<file path="config.mk">
export PLATFORM = sky130hd
export DESIGN_NAME = frequency_ordered_list
export DESIGN_NICKNAME = d
export VERILOG_FILES = /design/src/hw/rtl/fol_pkg.sv /design/src/hw/rtl/fol_mem.sv /design/src/hw/rtl/fol_ctrl.sv /design/src/hw/rtl/frequency_ordered_list.sv
export VERILOG_INCLUDE_DIRS = /design/src /design/src/hw/rtl
export SDC_FILE = /design/constraint.sdc
export NUM_CORES = 1
export LEC_CHECK = 0
export ABC_AREA = 1
export BUFFER_PORTS_ARGS = -buffer_cell sky130_fd_sc_hd__buf_2
export CORE_ASPECT_RATIO = 1.75
export CORE_MARGIN = 1
export CORE_UTILIZATION = 40
export DETAILED_ROUTE_END_ITERATION = 10
export PLACE_DENSITY = 0.57
export SLEW_MARGIN = 15
export SYNTH_ARGS = -nofsm -noshare
export SYNTH_HDL_FRONTEND = slang
export SYNTH_SLANG_ARGS = --single-unit
export TNS_END_PERCENT = 5
</file>
<file path="constraint.sdc">
create_clock -name clk -period 9.03 [get_ports clk]
set_input_delay 0.903 -clock clk [delete_from_list [all_inputs] [get_ports clk]]
set_output_delay 0.903 -clock clk [all_outputs]
set_load 0.01 [all_outputs]
</file>
<file path="src/hw/rtl/frequency_ordered_list_assert.svh">
// Assertion macros for the frequency-ordered list.
// Used by fol_ctrl; expects signals clk and arst_n in scope.
`ifndef FREQUENCY_ORDERED_LIST_ASSERT_SVH
`define FREQUENCY_ORDERED_LIST_ASSERT_SVH
`ifndef NO_ASSERTIONS
`define FOL_ASSERT(lbl, prop) \
	lbl: assert property (@(posedge clk) disable iff (!arst_n) prop) \
		else $error("fol assertion failed");
`define FOL_ASSERT_RST(lbl, prop) \
	lbl: assert property (@(posedge clk) prop) \
		else $error("fol assertion failed");
`else
`define FOL_ASSERT(lbl, prop)
`define FOL_ASSERT_RST(lbl, prop)
`endif
`endif

</file>
<file path="src/hw/rtl/fol_pkg.sv">
// Package for the frequency-ordered list: sizes, codes and word types.
// No dependencies; used by fol_mem, fol_ctrl and frequency_ordered_list.
package fol_pkg;
	localparam int DEPTH = 16;
	localparam int IDX_W = (DEPTH > 1) ? $clog2(DEPTH) : 1;
	localparam int CNT_W = $clog2(DEPTH + 1);

	localparam logic [1:0] FN_APPEND = 2'd0;
	localparam logic [1:0] FN_ACCESS = 2'd1;
	localparam logic [1:0] FN_READ   = 2'd2;

	localparam logic [1:0] ST_OK      = 2'd0;
	localparam logic [1:0] ST_MISSING = 2'd1;
	localparam logic [1:0] ST_FULL    = 2'd2;
	localparam logic [1:0] ST_RANGE   = 2'd3;

	typedef struct packed {
		logic [1:0] func;
		logic [7:0] key;
		logic [3:0] position;
	} fol_in_t;

	typedef struct packed {
		logic [1:0]  status;
		logic [7:0]  key_out;
		logic [15:0] count_out;
		logic [3:0]  position_out;
		logic [4:0]  length_out;
	} fol_out_t;

	typedef struct packed {
		logic [7:0]  key;
		logic [15:0] cnt;
	} fol_ent_t;

	typedef struct packed {
		logic             we;
		logic [IDX_W-1:0] waddr;
		fol_ent_t         wdata;
		logic [IDX_W-1:0] raddr;
	} fol_memctl_t;
endpackage

</file>
<file path="src/hw/rtl/fol_mem.sv">
// Entry table storage: key and count per position, one write and one read port.
// Depends on fol_pkg. Read data is registered.
module fol_mem (
	input  logic                clk,
	input  fol_pkg::fol_memctl_t ctl,
	output fol_pkg::fol_ent_t   rdata
);
	fol_pkg::fol_ent_t mem_q [fol_pkg::DEPTH];

	always_ff @(posedge clk) begin
		if (ctl.we) begin
			mem_q[ctl.waddr] <= ctl.wdata;
		end
		rdata <= mem_q[ctl.raddr];
	end
endmodule

</file>
<file path="src/hw/rtl/fol_ctrl.sv">
// Sequencer for the frequency-ordered list: search, count update, move toward head.
// Depends on fol_pkg and frequency_ordered_list_assert.svh; drives fol_mem.
`include "frequency_ordered_list_assert.svh"
module fol_ctrl (
	input  logic                 clk,
	input  logic                 arst_n,
	input  logic                 start,
	input  fol_pkg::fol_in_t     cmd,
	output logic                 busy,
	output logic                 done,
	output fol_pkg::fol_out_t    rsp,
	output fol_pkg::fol_memctl_t mctl,
	input  fol_pkg::fol_ent_t    rdata
);
	localparam logic [2:0] S_IDLE = 3'd0;
	localparam logic [2:0] S_SRD  = 3'd1;
	localparam logic [2:0] S_SCMP = 3'd2;
	localparam logic [2:0] S_MRD  = 3'd3;
	localparam logic [2:0] S_MCMP = 3'd4;
	localparam logic [2:0] S_MWR  = 3'd5;
	localparam logic [2:0] S_RD   = 3'd6;

	logic [2:0]               state_q;
	logic [fol_pkg::IDX_W-1:0] idx_q;
	logic [fol_pkg::CNT_W-1:0] total_q;
	logic [7:0]               key_q;
	logic [15:0]              cnt_q;
	logic                     done_q;
	fol_pkg::fol_out_t        rsp_q;
	fol_pkg::fol_out_t        rsp_idle;
	logic [fol_pkg::IDX_W-1:0] idx_dec;
	logic [15:0]              cnt_inc;
	logic                     accept;
	logic                     full;
	logic                     last;
	logic                     in_range;

	assign accept   = start && (state_q == S_IDLE);
	assign idx_dec  = idx_q - fol_pkg::IDX_W'(1);
	assign cnt_inc  = (rdata.cnt == 16'hFFFF) ? rdata.cnt : rdata.cnt + 16'd1;
	assign full     = (32'(total_q) >= fol_pkg::DEPTH);
	assign last     = ((32'(idx_q) + 32'd1) == 32'(total_q));
	assign in_range = (32'(cmd.position) < 32'(total_q));

	// memory port control
	always_comb begin
		mctl = '0;
		unique case (state_q) inside
			S_IDLE: begin
				mctl.raddr = fol_pkg::IDX_W'(cmd.position);
				mctl.waddr = fol_pkg::IDX_W'(total_q);
				mctl.wdata = '{key: cmd.key, cnt: 16'd0};
				mctl.we    = accept && (cmd.func == fol_pkg::FN_APPEND) && !full;
			end
			S_SRD, S_SCMP: begin
				mctl.raddr = idx_q;
			end
			S_MRD: begin
				mctl.raddr = idx_dec;
			end
			S_MCMP: begin
				mctl.waddr = idx_q;
				mctl.wdata = rdata;
				mctl.we    = (rdata.cnt < cnt_q);
			end
			S_MWR: begin
				mctl.waddr = idx_q;
				mctl.wdata = '{key: key_q, cnt: cnt_q};
				mctl.we    = 1'b1;
			end
			S_RD: begin
				mctl.raddr = idx_q;
			end
			default: begin
				mctl = '0;
			end
		endcase
	end

	// result word registered at acceptance; final for all but access hits and in-range reads
	always_comb begin
		rsp_idle            = '0;
		rsp_idle.key_out    = cmd.key;
		rsp_idle.length_out = 5'(total_q);
		unique case (cmd.func)
			fol_pkg::FN_APPEND: begin
				if (full) begin
					rsp_idle.status = fol_pkg::ST_FULL;
				end else begin
					rsp_idle.status       = fol_pkg::ST_OK;
					rsp_idle.position_out = 4'(total_q);
					rsp_idle.length_out   = 5'(total_q + fol_pkg::CNT_W'(1));
				end
			end
			fol_pkg::FN_ACCESS: rsp_idle.status = fol_pkg::ST_MISSING;
			fol_pkg::FN_READ: begin
				rsp_idle.status       = fol_pkg::ST_RANGE;
				rsp_idle.key_out      = 8'd0;
				rsp_idle.position_out = cmd.position;
			end
			default: begin
				rsp_idle.status  = fol_pkg::ST_OK;
				rsp_idle.key_out = 8'd0;
			end
		endcase
	end

	always_ff @(posedge clk or negedge arst_n) begin
		if (!arst_n) begin
			state_q <= S_IDLE;
			total_q <= '0;
			done_q  <= 1'b0;
		end else begin
			unique case (state_q)
				S_IDLE: begin
					if (accept) begin
						unique case (cmd.func)
							fol_pkg::FN_APPEND: begin
								done_q <= 1'b1;
								if (!full) begin
									total_q <= total_q + fol_pkg::CNT_W'(1);
								end
							end
							fol_pkg::FN_ACCESS: begin
								done_q <= (total_q == '0);
								if (total_q != '0) begin
									state_q <= S_SRD;
								end
							end
							fol_pkg::FN_READ: begin
								done_q <= !in_range;
								if (in_range) begin
									state_q <= S_RD;
								end
							end
							default: begin
								done_q <= 1'b1;
							end
						endcase
					end else begin
						done_q <= 1'b0;
					end
				end
				S_SRD: begin
					state_q <= S_SCMP;
					done_q  <= 1'b0;
				end
				S_SCMP: begin
					done_q <= (rdata.key != key_q) && last;
					if (rdata.key == key_q) begin
						state_q <= (idx_q == '0) ? S_MWR : S_MRD;
					end else if (last) begin
						state_q <= S_IDLE;
					end else begin
						state_q <= S_SRD;
					end
				end
				S_MRD: begin
					state_q <= S_MCMP;
					done_q  <= 1'b0;
				end
				S_MCMP: begin
					done_q <= 1'b0;
					if ((rdata.cnt < cnt_q) && (idx_dec != '0)) begin
						state_q <= S_MRD;
					end else begin
						state_q <= S_MWR;
					end
				end
				S_MWR: begin
					state_q <= S_IDLE;
					done_q  <= 1'b1;
				end
				S_RD: begin
					state_q <= S_IDLE;
					done_q  <= 1'b1;
				end
				default: begin
					state_q <= S_IDLE;
					done_q  <= 1'b0;
				end
			endcase
		end
	end

	// datapath and result word
	always_ff @(posedge clk) begin
		unique case (state_q)
			S_IDLE: begin
				key_q <= cmd.key;
				idx_q <= (cmd.func == fol_pkg::FN_READ) ? fol_pkg::IDX_W'(cmd.position) : '0;
				rsp_q <= rsp_idle;
			end
			S_SCMP: begin
				cnt_q <= cnt_inc;
				if (rdata.key != key_q) begin
					idx_q <= idx_q + fol_pkg::IDX_W'(1);
				end
			end
			S_MCMP: begin
				if (rdata.cnt < cnt_q) begin
					idx_q <= idx_dec;
				end
			end
			S_MWR: begin
				rsp_q.status       <= fol_pkg::ST_OK;
				rsp_q.key_out      <= key_q;
				rsp_q.count_out    <= cnt_q;
				rsp_q.position_out <= 4'(idx_q);
			end
			S_RD: begin
				rsp_q.status       <= fol_pkg::ST_OK;
				rsp_q.key_out      <= rdata.key;
				rsp_q.count_out    <= rdata.cnt;
				rsp_q.position_out <= 4'(idx_q);
			end
			default: begin
			end
		endcase
	end

	assign busy = (state_q != S_IDLE);
	assign done = done_q;
	assign rsp  = rsp_q;

	`FOL_ASSERT(a_total_bound, 32'(total_q) <= fol_pkg::DEPTH)
	`FOL_ASSERT(a_done_idle, done_q |-> (state_q == S_IDLE))
	`FOL_ASSERT(a_append_one, (accept && cmd.func == fol_pkg::FN_APPEND) |=> done_q)
	`FOL_ASSERT(a_total_src, (total_q != $past(total_q)) |-> $past(accept && cmd.func == fol_pkg::FN_APPEND))
	`FOL_ASSERT(a_move_idx, (state_q == S_MRD) |-> (idx_q != '0))
	`FOL_ASSERT_RST(a_rst_idle, !arst_n |=> (state_q == S_IDLE || arst_n))
endmodule

</file>
<file path="src/hw/rtl/frequency_ordered_list.sv">
// Top level of the frequency-ordered list (self-organizing, frequency-count rule).
// Depends on fol_pkg, fol_ctrl and fol_mem.
//
// Usage:
//   A command word (cmd: func, key, position) is taken at a rising edge where
//   start is high and busy is low. Exactly one result word appears on rsp for
//   one cycle with done high; the receiver cannot stall and must take it.
// Sequence, from the accepting edge to the done cycle:
//   append, access on an empty table, out-of-range read, unused code: no table walk.
//   read in range: one table read (S_RD).
//   access hit: a read and compare per entry searched up to the hit (S_SRD,
//   S_SCMP), a read and compare per earlier entry compared on the way to the
//   head (S_MRD, S_MCMP), then the final write (S_MWR); a miss searches every held entry.
//   The single table port and its registered read set this sequence.
// busy is high while a command that reads the table runs and falls as done rises; the
// next command may be taken in the done cycle. One command at a time.
// Reset clears the entry count and the sequencer; entry storage is not cleared
// and only data read from positions below the count is ever used.
module frequency_ordered_list (
	input  logic              clk,
	input  logic              arst_n,
	input  logic              start,
	input  fol_pkg::fol_in_t  cmd,
	output logic              busy,
	output logic              done,
	output fol_pkg::fol_out_t rsp
);
	fol_pkg::fol_memctl_t mctl;
	fol_pkg::fol_ent_t    rdata;

	fol_ctrl u_ctrl (
		.clk    (clk),
		.arst_n (arst_n),
		.start  (start),
		.cmd    (cmd),
		.busy   (busy),
		.done   (done),
		.rsp    (rsp),
		.mctl   (mctl),
		.rdata  (rdata)
	);

	fol_mem u_mem (
		.clk   (clk),
		.ctl   (mctl),
		.rdata (rdata)
	);
endmodule
</file>
==> flow_metrics.env, run 1 <==
export IMPL_pwr_share_seq_pct=36.5
export IMPL_arrival_ns=4.58
export IMPL_power_switching_share_pct=41.1
export IMPL_tightestPinTransition_ns=1.13
export IMPL_grt_max_degree=117
export IMPL_core_area_mm2=0.0542
export IMPL_postRouteAntennaNets=0
export IMPL_hold_violations=0
export IMPL_period_minus_slack_ns=4.06
export IMPL_syn_instance_count=2061
export IMPL_grt_first_pass_wirelength_um=88800
export IMPL_ys_flop_type="edfxtp_1"
export IMPL_grt_pass1_vias=15300
export IMPL_path_clk_slew_ns=0.07
export IMPL_area_growth_pct=11.3
export IMPL_skew_ns=0.0189
export IMPL_htree_levels=2
export IMPL_outcome="finished clean"
export IMPL_rows=113
export IMPL_dieWidth_um=179
export IMPL_viasPerCell=5.43
export IMPL_finalSetupViolations=0
export IMPL_rsz0062_at_grt="no"
export IMPL_dr_pass1_iters=5
export IMPL_ys_warnings_count=0
export IMPL_layout_drive_gt1_share_pct=9.21
export IMPL_hpwl_um=35000
export IMPL_ys_seq_area_share_pct=64.4
export IMPL_vdd_ir_drop_max_mv=0.269
export IMPL_syn_num_nets=2107
export IMPL_synth_top_cell_by_area="edfxtp_1"
export IMPL_relSlewSlack_pct=24.7
export IMPL_cts_sinks=480
export IMPL_cts_hold_buf=0
export IMPL_cp_end_kind="flip-flop"
export IMPL_clkPwrFrac_pct=23.2
export IMPL_clk_latency_ns=0.58
export IMPL_netlist_area_leader_share_pct=61.2
export IMPL_required_ns=9.55
export IMPL_cts_resized=0
export IMPL_fin_ws_ns=4.97
export IMPL_clock_path_buffers=3
export IMPL_hold_class="in -> async"
export IMPL_grt_remaining_overflow=0
export IMPL_gp_congestion=0.928
export IMPL_synthAdderAreaFrac_pct=1.65
export IMPL_post_cts_setup_buffer_count=0
export IMPL_crit_type="reg -> reg"
export IMPL_drtIter0Drc=1086
export IMPL_syn_area_mm2=0.0219
export IMPL_postSynthAreaPerCell_um2=10.6
export IMPL_p_leak_nw=9.69
export IMPL_vias=15200
export IMPL_drv_cap=0
export IMPL_boundaryPins=54
export IMPL_cts_root_buf="clkbuf_16"
export IMPL_ys_ff_latch=480
export IMPL_synthSimpleGateAreaFrac_pct=21.5
export IMPL_track_usage_pct=21.0
export IMPL_tns_ns=0
export IMPL_cp_start_kind="flip-flop"
export IMPL_synthXorXnorAreaFrac_pct=1.08
export IMPL_power_density_mw_per_mm2=345
export IMPL_finalNetCount=2117
export IMPL_ys_async_sr_fraction_pct=1.88
export IMPL_cts_tree="done"
export IMPL_routed_wl_um=57700
export IMPL_antenna_found_initial=0
export IMPL_drc_errors=0
export IMPL_cts_buffers=43
export IMPL_synth_edff_count=447
export IMPL_start_util_pct=40.5
export IMPL_p_switching_w=0.00346
export IMPL_synth_top_family_by_area="simple AND/OR/NAND/NOR gates"
export IMPL_fp_dieH_um=312
export IMPL_synth_distinct_cells=34
export IMPL_dp_slack_ns=4.65
export IMPL_final_max_slew_violation_count=0
export IMPL_muxShareOfSynthArea_pct=0
export IMPL_fmax_mhz=246
export IMPL_critPathMaxFanout=116
export IMPL_cell_internal_pwr_w=0.00495
export IMPL_fin_crit_sh_pct=44.9
export IMPL_combPwrFrac_pct=40.2
export IMPL_port_buffers=53
export IMPL_wl_per_cell_um=20.7
export IMPL_dieArea_mm2=0.0558
export IMPL_synth_compound_area_share_pct=3.35
export IMPL_synthTopCellsByArea="edfxtp_1 (61%), nand3_1 (9.4%), nand2_1 (6.1%)"
export IMPL_diodes=0
cell families (layout without fill, tap and decap cells):
family,after synthesis,after routing
xor+xnor,27,27
flops,480,480
buf+inv,433,478
simple gates,973,973
fa+ha+maj,29,29
compound gates,119,119
power by group through the flow:
stage | sequential (W) | combinational (W) | clock (W)
floorplan | 0.00310 | 0.00225 | 0
global placement | 0.00312 | 0.00335 | 0
detailed placement | 0.00312 | 0.00339 | 0
CTS | 0.00307 | 0.00340 | 0.00198
global route | 0.00310 | 0.00373 | 0.00206
finish | 0.00307 | 0.00339 | 0.00195
synth_stat cells (10+ instances only):
master,number
edfxtp_1,447
buf_2,69
o22ai_1,37
o21ai_0,33
nand2_1,357
a21oi_1,18
ha_1,29
inv_1,307
inv_2,14
nand3b_1,134
o221ai_1,10
xor2_1,19
o211ai_1,12
nand3_1,410
dfxtp_1,24
nor2_1,51
clkbuf_1,30
sequential cells by signal (all words and copies together) (netlist names):
signal,cells
u_ctrl.cnt_q,16
u_ctrl.rsp,35
u_ctrl.key_q,8
u_ctrl.done,1
u_mem.mem_q,384
u_mem.rdata,24
u_ctrl.total_q,5
u_ctrl.idx_q,4
u_ctrl.state_q,3
final cells by class:
type                       count  area, um^2
timing repair buffer          77         445
multi-input combinational   1148        6290
tap                          690         863
sequential                   480       14100
inverter                     321        1210
fill                        5001       29700
clock buffer                  54        1160
clock inverter                26         313
worst max-delay path, cell delays in order (launching register included):
cell      delay (ns)
edfxtp_1        0.57
inv_2           0.16
nand2_1         0.10
nand2_1         0.10
inv_6           0.67
nand2_4         0.86
buf_4           0.75
nand2_1         0.18
nand3_1         0.09
nand3_1         0.11
nand3_1         0.15
nand2_1         0.11
path summary, 6_finish.rpt:
kind                       depth (start not counted)       startpoint  slack [ns]           endpoint
max                                               11  u_ctrl.idx_q[0]        4.97     u_mem.rdata[3]
min                                                1           arst_n        0.18  u_ctrl.total_q[4]
max reg2reg                                       11  u_ctrl.idx_q[0]        4.97     u_mem.rdata[3]
min reg2reg                                        2  u_ctrl.key_q[1]        0.62     u_ctrl.rsp[26]
max in group asynchronous                          1           arst_n        8.64  u_ctrl.state_q[2]
min in group clk                                   1           cmd[8]        0.54    u_ctrl.key_q[4]
layer usage:
layer  vias to the layer above  share of wire, %  GRT usage, %
met5                         -                 0             0
met4                         0               3.5          8.63
met3                       120               5.0          2.20
met2                       530                53          37.6
met1                      7467                39          25.2
li1                       7068                 -             -
per-stage QoR:
| step | total power (W) | hold WS (ns) | cells | area (um^2) | utilization (%) |
|---|---|---|---|---|---|
| after floorplan | 0.00535 | 0.557 | 2061 | 21900 | - |
| after global placement | 0.00646 | 0.589 | 2715 | 22900 | 42.3 |
| after detailed placement | 0.00651 | 0.612 | 2716 | 22900 | 42.3 |
| after CTS | 0.00845 | 0.161 | 2796 | 24400 | 45.1 |
| after global routing | 0.00889 | 0.186 | 2796 | 24400 | 45.1 |
| final | 0.00841 | 0.180 | 2796 | 24400 | 45.1 |
cells in the final DEF, fill, tap and decap left out, drive strengths merged:
| cell type | n |
|---|---|
| a21oi | 18 |
| bufinv | 7 |
| o21ai | 35 |
| o221ai | 10 |
| ha | 29 |
| nand2 | 358 |
| clkbuf | 54 |
| xnor2 | 8 |
| xor2 | 19 |
| nor3 | 9 |
| o211ai | 12 |
| dfxtp | 24 |
| nor4 | 2 |
| inv | 324 |
| clkinv | 13 |
| a221oi | 1 |
| edfxtp | 447 |
| buf | 77 |
| a211oi | 1 |
| nand3b | 134 |
| dfrtp | 9 |
| clkinvlp | 3 |
| o21a | 1 |
| a22oi | 3 |
| nand3 | 411 |
| a31oi | 1 |
| o22ai | 37 |
| nand4 | 4 |
| nor2 | 55 |
No activity file was read; power rests on OpenSTA's default activity.
==> run 2, diff against run 1 <==
==> constraint.sdc (replaced) <==
create_clock -name clk -period 3.9 [get_ports clk]
set_input_delay 0.39 -clock clk [delete_from_list [all_inputs] [get_ports clk]]
set_output_delay 0.39 -clock clk [all_outputs]
set_load 0.01 [all_outputs]
==> run 2 against run 1 <==
  * Sequential cell count is the same
  * Non-clock buffer count grew 42
  * Clock power grew 130%
  * Clock skew grew 0.0017 ns
  * Worst setup slack lost 4.1 ns
  * Critical endpoint is now u_mem.mem_q[2][7]
==> flow_metrics.env, run 2 (same netlist as run 1, synthesis figures left out) <==
export IMPL_cts_sinks=480
export IMPL_boundaryPins=54
export IMPL_grt_remaining_overflow=0
export IMPL_cp_num_buf_inv=3
export IMPL_gp_congestion=0.865
export IMPL_finalSetupViolations=0
export IMPL_crit_type="reg -> reg"
export IMPL_track_usage_pct=21.5
export IMPL_finalNetCount=2159
export IMPL_layout_common_cells="edfxtp_1 (447), nand3_1 (410), nand2_1 (355)"
export IMPL_required_ns=4.17
export IMPL_cts_root_buf="clkbuf_16"
export IMPL_diodes=0
export IMPL_routed_wl_um=59500
export IMPL_dieWidth_um=179
export IMPL_wl_per_cell_um=21.0
export IMPL_cp_end_kind="flip-flop"
export IMPL_drtIter0Drc=1323
export IMPL_port_buffers=53
export IMPL_skew_ns=0.0205
export IMPL_rows=113
export IMPL_clock_path_buffers=3
export IMPL_critPathMaxStageDelay_ns=0.50
export IMPL_layout_commonest_cell="edfxtp_1"
export IMPL_htree_levels=2
export IMPL_crit_cells=10
export IMPL_cp_start_kind="flip-flop"
export IMPL_fin_area_mm2=0.0249
export IMPL_core_area_mm2=0.0542
export IMPL_worstHoldPathCells=1
export IMPL_vdd_ir_drop_max_mv=0.562
export IMPL_postRouteAntennaNets=0
export IMPL_layout_drive_gt1_share_pct=10.8
export IMPL_critPathMaxFanout=16
export IMPL_hold_violations=0
export IMPL_antenna_found_initial=0
export IMPL_fp_dieH_um=312
export IMPL_hpwl_um=37000
export IMPL_tightestPinTransition_ns=1.01
export IMPL_fmax_mhz=326
export IMPL_start_util_pct=40.5
export IMPL_final_max_slew_violation_count=0
export IMPL_viasPerCell=5.37
export IMPL_arrival_ns=3.34
export IMPL_path_common_cell="a21oi_1"
export IMPL_seq_area_mm2=0.0141
export IMPL_drv_cap=0
export IMPL_power_density_mw_per_mm2=796
export IMPL_rsz0062_at_grt="no"
export IMPL_drc_errors=0
export IMPL_clk_latency_ns=0.57
export IMPL_dr_pass1_iters=7
export IMPL_vias=15200
export IMPL_cts_tree="done"
export IMPL_area_growth_pct=13.4
export IMPL_relSlewSlack_pct=32.8
export IMPL_outcome="finished clean"
export IMPL_tns_ns=0
export IMPL_postPlaceCellArea_mm2=0.0234
export IMPL_grt_pass1_vias=15000
export IMPL_largest_reg_flops=384
export IMPL_dieArea_mm2=0.0558
export IMPL_multi_input_area_mm2=0.00627
export IMPL_grt_first_pass_wirelength_um=89800
export IMPL_top_register="u_mem.mem_q"
export IMPL_period_minus_slack_ns=3.07
export IMPL_reg2reg_depth=10
export IMPL_cp_slowest_cell="nor2_4"
export IMPL_hold_class="in -> reg"
export IMPL_fin_crit_sh_pct=78.6
export IMPL_p_leak_nw=9.95
export IMPL_path_delay_family="simple AND/OR/NAND/NOR gates"
export IMPL_crit_chain="inv_1 -> ha_1 -> a21oi_1 -> o21ai_0 -> a21oi_1 -> nand3_1 -> nand2_1 -> inv_2 -> nor2_4 -> buf_4"
export IMPL_grt_max_degree=193
export IMPL_fillCellCount=4966
export IMPL_path_clk_slew_ns=0.07
export IMPL_cts_buffers=43
## run 2: cell count changes in the layout (fill, tap and decap cells not counted), moves of 5 or more
cell,delta
buf_4,+27
buf_12,+14
clkinv_1,-6
clkbuf_1,+5
## run 2: stage by stage
| step | util [%] | hold slack, ns | std cells | setup slack, ns | total power [W] |
|---|---|---|---|---|---|
| after floorplan | - | 0.0944 | 2061 | 0.843 | 0.0124 |
| after global placement | 43.2 | 0.268 | 2757 | 0.629 | 0.0154 |
| after detailed placement | 43.2 | 0.273 | 2757 | 0.592 | 0.0155 |
| after CTS | 45.9 | 0.00505 | 2836 | 0.784 | 0.0199 |
| after global routing | 45.9 | 0.0246 | 2836 | 0.629 | 0.0209 |
| final | 45.9 | 0.0378 | 2836 | 0.833 | 0.0198 |
## run 2: report_power, final
group	leakage [nW]	switching (W)	internal, W
logic	4.79	0.00598	0.00233
clock network	0.700	0.00190	0.00254
registers	4.46	0.000301	0.00674
## run 2: final timing paths
check | startpoint | end | slack [ns]
worst min-delay path | cmd[7] | u_ctrl.key_q[3] | 0.04
worst max register to register | u_ctrl.cnt_q[9] | u_mem.mem_q[2][7] | 0.83
min in group asynchronous | arst_n | u_ctrl.state_q[0] | 0.22
worst max-delay path | u_ctrl.cnt_q[9] | u_mem.mem_q[2][7] | 0.83
max in group asynchronous | arst_n | u_ctrl.total_q[0] | 3.47
worst min register to register | u_ctrl.key_q[7] | u_ctrl.rsp[32] | 0.62
## run 2: final cells by class
| cell class | instances | share of cell area [%] |
|---|---|---|
| multi-input combinational | 1148 | 25.2 |
| clock buffer | 59 | 4.78 |
| tap | 690 | 3.47 |
| clock inverter | 19 | 1.02 |
| inverter | 321 | 4.87 |
| sequential | 480 | 56.8 |
| timing repair buffer | 119 | 3.78 |
## run 2: what timing repair did
action,CTS,global route
resized for setup,0,0
buffers inserted,0,0
hold endpoints to repair,9,0
hold buffers,1,0
endpoints found under the setup margin,0,0
## run 2: routing by layer
layer / share of wire (%) / routed length [um] / vias to the layer above / track usage [%]
li1: - / - / 7155 / -
met3: 5.2 / 3100 / 125 / 2.09
met5: 0 / 0 / - / 0
met2: 52 / 31000 / 528 / 38.3
met1: 39 / 23100 / 7420 / 26.3
met4: 3.7 / 2230 / 0 / 8.71
